**config.mk**
```make
export PLATFORM = sky130hd
export DESIGN_NAME = pfa_bump
export DESIGN_NICKNAME = d
export VERILOG_FILES = /design/src/rtl/pfa_pkg.sv /design/src/rtl/pfa_bump.sv
export SDC_FILE = /design/constraint.sdc
export NUM_CORES = 1
export LEC_CHECK = 0
export ABC_AREA = 0
export BUFFER_PORTS_ARGS = -buffer_cell sky130_fd_sc_hd__clkbuf_2
export CORE_MARGIN = 2
export CORE_UTILIZATION = 60
export CTS_CLUSTER_DIAMETER = 200
export DETAILED_ROUTE_END_ITERATION = 10
export MAX_ROUTING_LAYER = met4
export PLACE_DENSITY = 0.95
export RECOVER_POWER = 25
export REMOVE_ABC_BUFFERS = 1
export SYNTH_ARGS = -nofsm -noshare
export SYNTH_HDL_FRONTEND = slang
export SYNTH_SLANG_ARGS = --single-unit
export TNS_END_PERCENT = 30
```
**constraint.sdc**
```tcl
create_clock -name clk -period 9.6 [get_ports clk]
set_input_delay 1.44 -clock clk [delete_from_list [all_inputs] [get_ports clk]]
set_output_delay 1.44 -clock clk [all_outputs]
set_load 0.1 [all_outputs]
```
**src/rtl/pfa_pkg.sv**
```systemverilog
// Shared types and constants of the page-frame allocator.
// No dependencies; every other file imports it.
package pfa_pkg;

	localparam int FREE_DEPTH_DEF = 256;
	localparam int PAGE_BITS_DEF  = 20;
	localparam int COUNT_W        = 16;
	localparam int STATUS_W       = 2;

	typedef enum logic {
		FN_ALLOC = 1'b0,
		FN_FREE  = 1'b1
	} func_t;

	typedef enum logic [STATUS_W-1:0] {
		ST_OK   = 2'd0,
		ST_OOM  = 2'd1,
		ST_FULL = 2'd2
	} status_t;

	typedef enum logic {
		REG_START = 1'b0,
		REG_LIMIT = 1'b1
	} reg_idx_t;

endpackage

```
**src/rtl/pfa_bump.sv**
```systemverilog
// Bump pointer and pool registers: out-of-memory check and pointer advance.
// Depends on pfa_pkg.
module pfa_bump import pfa_pkg::*; #(
	parameter int PAGE_BITS = PAGE_BITS_DEF
) (
	input  logic                 clk,
	input  logic                 arst_n,
	input  logic                 cfg_we,
	input  logic [0:0]           cfg_idx,
	input  logic [PAGE_BITS-1:0] cfg_data,
	input  logic                 take,
	input  logic [COUNT_W-1:0]   num_pages,
	output logic [PAGE_BITS-1:0] base,
	output logic                 oom
);
	localparam int SW = ((PAGE_BITS > COUNT_W) ? PAGE_BITS : COUNT_W) + 1;

	logic [PAGE_BITS-1:0] bump_q;
	logic [PAGE_BITS-1:0] limit_q;
	logic [SW-1:0]        next_page;

	assign next_page = SW'(bump_q) + SW'(num_pages);
	assign oom       = next_page > SW'(limit_q);
	assign base      = bump_q;

	always_ff @(posedge clk or negedge arst_n) begin
		if (!arst_n) begin
			bump_q  <= '0;
			limit_q <= '1;
		end else if (cfg_we) begin
			case (reg_idx_t'(cfg_idx))
				REG_START: bump_q  <= cfg_data;
				REG_LIMIT: limit_q <= cfg_data;
				default:   ;
			endcase
		end else if (take) begin
			// advance on take; the caller raises take only when within the limit
			bump_q <= next_page[PAGE_BITS-1:0];
		end
	end
endmodule

```
After elaboration in Yosys (flattened, before gate mapping)
Cells that the tools add are included.

$add $sub $neg: 1. Order comparisons: 1. Eq/ne operators: 1. Muxes and demuxes: 3. Reductions and logical operators: 3.

Operator list (number): $mux 20 (3); $add 20x16->21 (1); $gt 21x20->1 (1); $reduce_and 2->1 (2); $ne 2x2->1 const B (1); $reduce_bool 2->1 (1).

Bits in registers: 40. Input port bits: 41. Output and inout bits: 21. Logic and storage cells: 11.

Longest topological paths before layout
Word-level depth: 3. Depth in mapped cells: 14. Mapped depth without buffers: 14.

Worst setup path before layout
OpenSTA, ideal clock, no wires.

Path kind: input to output. From: input num_pages[0]. To: output oom. Arrival time: 5941 ps. Required time: 8160 ps. Setup slack: 2219 ps. Cell stages on the path: 14. Path buffers: 0. Cells stage by stage: ha_1 -> fa_1 -> a21oi_2 -> o221ai_1 -> a22o_1 -> a211o_2 -> and3_4 -> xnor2_1 -> ha_1 -> a21o_1 -> a21oi_1 -> o2111ai_1 -> a21oi_1 -> o21ai_0.

Longest elaborated chain between the ends: 2.

RTL lines: from (decl) (RTL line pfa_bump.sv:12) `input logic [COUNT_W-1:0] num_pages,`; $add 20x16->21 (RTL line pfa_bump.sv:22) `assign next_page = SW'(bump_q) + SW'(num_pages);`; $gt 21x20->1 (RTL line pfa_bump.sv:23) `assign oom = next_page > SW'(limit_q);`; to (decl) (RTL line pfa_bump.sv:14) `output logic oom`.

No other way between the ends.

Worst setup path after layout
Same ends and word-level chain as after synthesis.

==> impl_metrics.ini <==
[timing]
period_share_pct = 66.5
clock_skew_ns = 0.0111
worst_hold_slack_ns = 0.525
setup_viol_count_final = 0
fmax_mhz = 157
relSlewSlack_pct = -42.5
fin_crit_ns = 6.38
drv_slew = 41
rsz0062_at_grt = no
hold_viol_final = 0
fin_setup_tns_ns = 0
worst_slew_pin_slew_ns = 2.14

[clock_tree]
ctsResizeCount = 0
htree_levels = 2
clkLatencyLatePin_ns = 0.30
cts_tree = yes
cts_setup_buffers = 0
clk_path_buf_depth = 2
numCtsBuffers = 5
hold_buffers = 0
cts_root_buffer = clkbuf_8
clock-sinks = 40
clk_pin_slew_ns = 0.07

[global_routing]
grt_first_pass_wirelength_mm = 11.8
grt_pass1_vias = 2576
grt_usage_pct = 28.4
overflow = 0
grt_max_degree = 41
antenna_found_initial = 0

[synthesis]
synth_edf_count = 0
yosysTopAreaCellShare_pct = 17.0
yosysSeqAreaShare_pct = 33.1
ys_ff_latch = 40
yosys.area.top_type = dfstp_2
syn_inst = 326
netlist-cell-type-count = 49
yosys_warnings = 0
syn_area_per_cell_um2 = 9.50
syn-cell-area_um2 = 3100
async_reset_ff_share_pct = 100
ys_top_cells_by_area = dfstp_2 17%, dfrtp_1 16%, ha_1 15%
synth_flop_cell = dfstp_2

[route]
dr.pass1.iters = 4
via_count = 2648
ant_nets = 0
wl_mm = 7.32
drc = 0
drtIter0Drc = 215
viasPerCell = 5.82
detail_route.wl_per_cell_um = 16.1

[floorplan]
fp.dieH_um = 75.9
design.core.area_um2 = 5040
start_util_pct = 61.4
die_width_um = 75.9
die_area_um2 = 5750
rows = 26
ios = 62

[placed_design]
post-place-cells = 447
dp_hpwl_mm = 5.56
port_buffers = 61
gp_congestion = 0.931

[finish]
syn_to_final_growth_pct = 13.7
final_cells = 455
nNetsFinal = 462
fillCellCount = 399
antennaDiodeCount = 0
regArea_um2 = 1030
multi_input_area_um2 = 1900
layout_common_cells = 60 x clkbuf_2, 36 x ha_1, 32 x a21oi_1, 32 x inv_1, 27 x nor2_1
drive_gt1_share_pct = 29.9
final_common_cell = clkbuf_2

[flow_run]
cap_violations = 1

[critical_path]
critPathKind = in -> out
critPathMaxFanout = 5
startpoint_type = input pin
crit_required_ns = 8.16
arrival_ns = 4.94
endpoint_kind = primary output

[outcome]
status = complete, but fails checks
violations = capacitance limit, slew limit

[worst_hold_path]
holdCritPathClass = reg -> reg
[worst paths after layout]
| check | start | endpoint | slack (ns) | cells after the start |
|---|---|---|---|---|
| hold reg to reg | limit_q[18] | limit_q[18] | 0.53 | 2 |
| hold / removal | limit_q[18] | limit_q[18] | 0.53 | 2 |
| setup reg to reg | base[0] | base[18] | 6.96 | 9 |
| min in group asynchronous | arst_n | base[5] | 1.75 | 1 |
| setup / recovery | num_pages[0] | oom | 3.22 | 16 |
| max in group asynchronous | arst_n | base[9] | 6.61 | 1 |
[kinds of logic (layout without fill, tap and decap cells)]
group,count (synthesis),in the layout,synth area share [%]
AOI/OAI and AO/OA,79,79,15.9
xor gates and xnor gates,18,18,5.09
muxes,37,37,12.7
buffers and inverters,42,101,5.86
and+or+nand+nor,73,73,12.2
adders and majority gates,37,37,15.2
DFF,40,40,33.1
[stage by stage]
stage	cell area (µm²)	utilization, %	worst slack (ns)
final	3520	69.8	3.22
after floorplan	3040	-	2.22
after CTS	3520	69.9	3.22
after global routing	3520	69.8	2.98
after detailed placement	3440	68.3	3.25
after global placement	3440	68.3	3.41
[critical path, cell delays in order]
cell       delay, ns
clkbuf_2        0.08
ha_1            0.21
fa_1            0.43
a21oi_2         0.20
o221ai_1        0.18
a22o_1          0.25
a211o_2         0.34
and3_4          0.21
xnor2_1         0.12
ha_1            0.30
a21o_1          0.19
a21oi_1         0.22
o2111ai_1       0.14
a21oi_1         0.12
o21ai_0         0.11
clkbuf_2        0.38
[cell type report]
class	count	share of cell area [%]
inverters	32	3.41
repair buffers	61	8.64
multi-input cells	244	54.1
flip-flops and latches	40	29.1
well taps	70	2.49
clock buffers	8	2.27
[cell usage after synthesis (2+ instances only)]
master / n
a21o_1: 6
a21oi_1: 32
a21oi_2: 3
a22o_1: 2
a31oi_1: 4
and3_4: 3
buf_2: 2
clkbuf_1: 4
dfrtp_1: 20
dfstp_2: 20
ha_1: 36
inv_1: 32
mux2_2: 19
mux2i_1: 18
nand2_1: 11
nand3_1: 11
nand3b_1: 5
nand4_1: 4
nor2_1: 27
nor2b_1: 4
nor3_1: 2
o21a_1: 2
o21ai_0: 11
o21ai_1: 4
o21bai_1: 3
o22ai_1: 2
xnor2_1: 11
xor2_1: 7
[state kept, by name, indices dropped and copies added (netlist names)]
register and cells:
limit_q 20, base 20
[metal layers]
layer | vias to the layer above | global-route usage [%] | part of all wire, %
li1 | 1280 | - | -
met1 | 1237 | 34.4 | 42
met2 | 106 | 47.3 | 50
met3 | 25 | 4.23 | 5.2
met4 | 0 | 11.7 | 3.5
met5 | - | - | 0
Power is not shown: default switching activity piles up to over one toggle a cycle in this logic, so the estimate is an artifact.
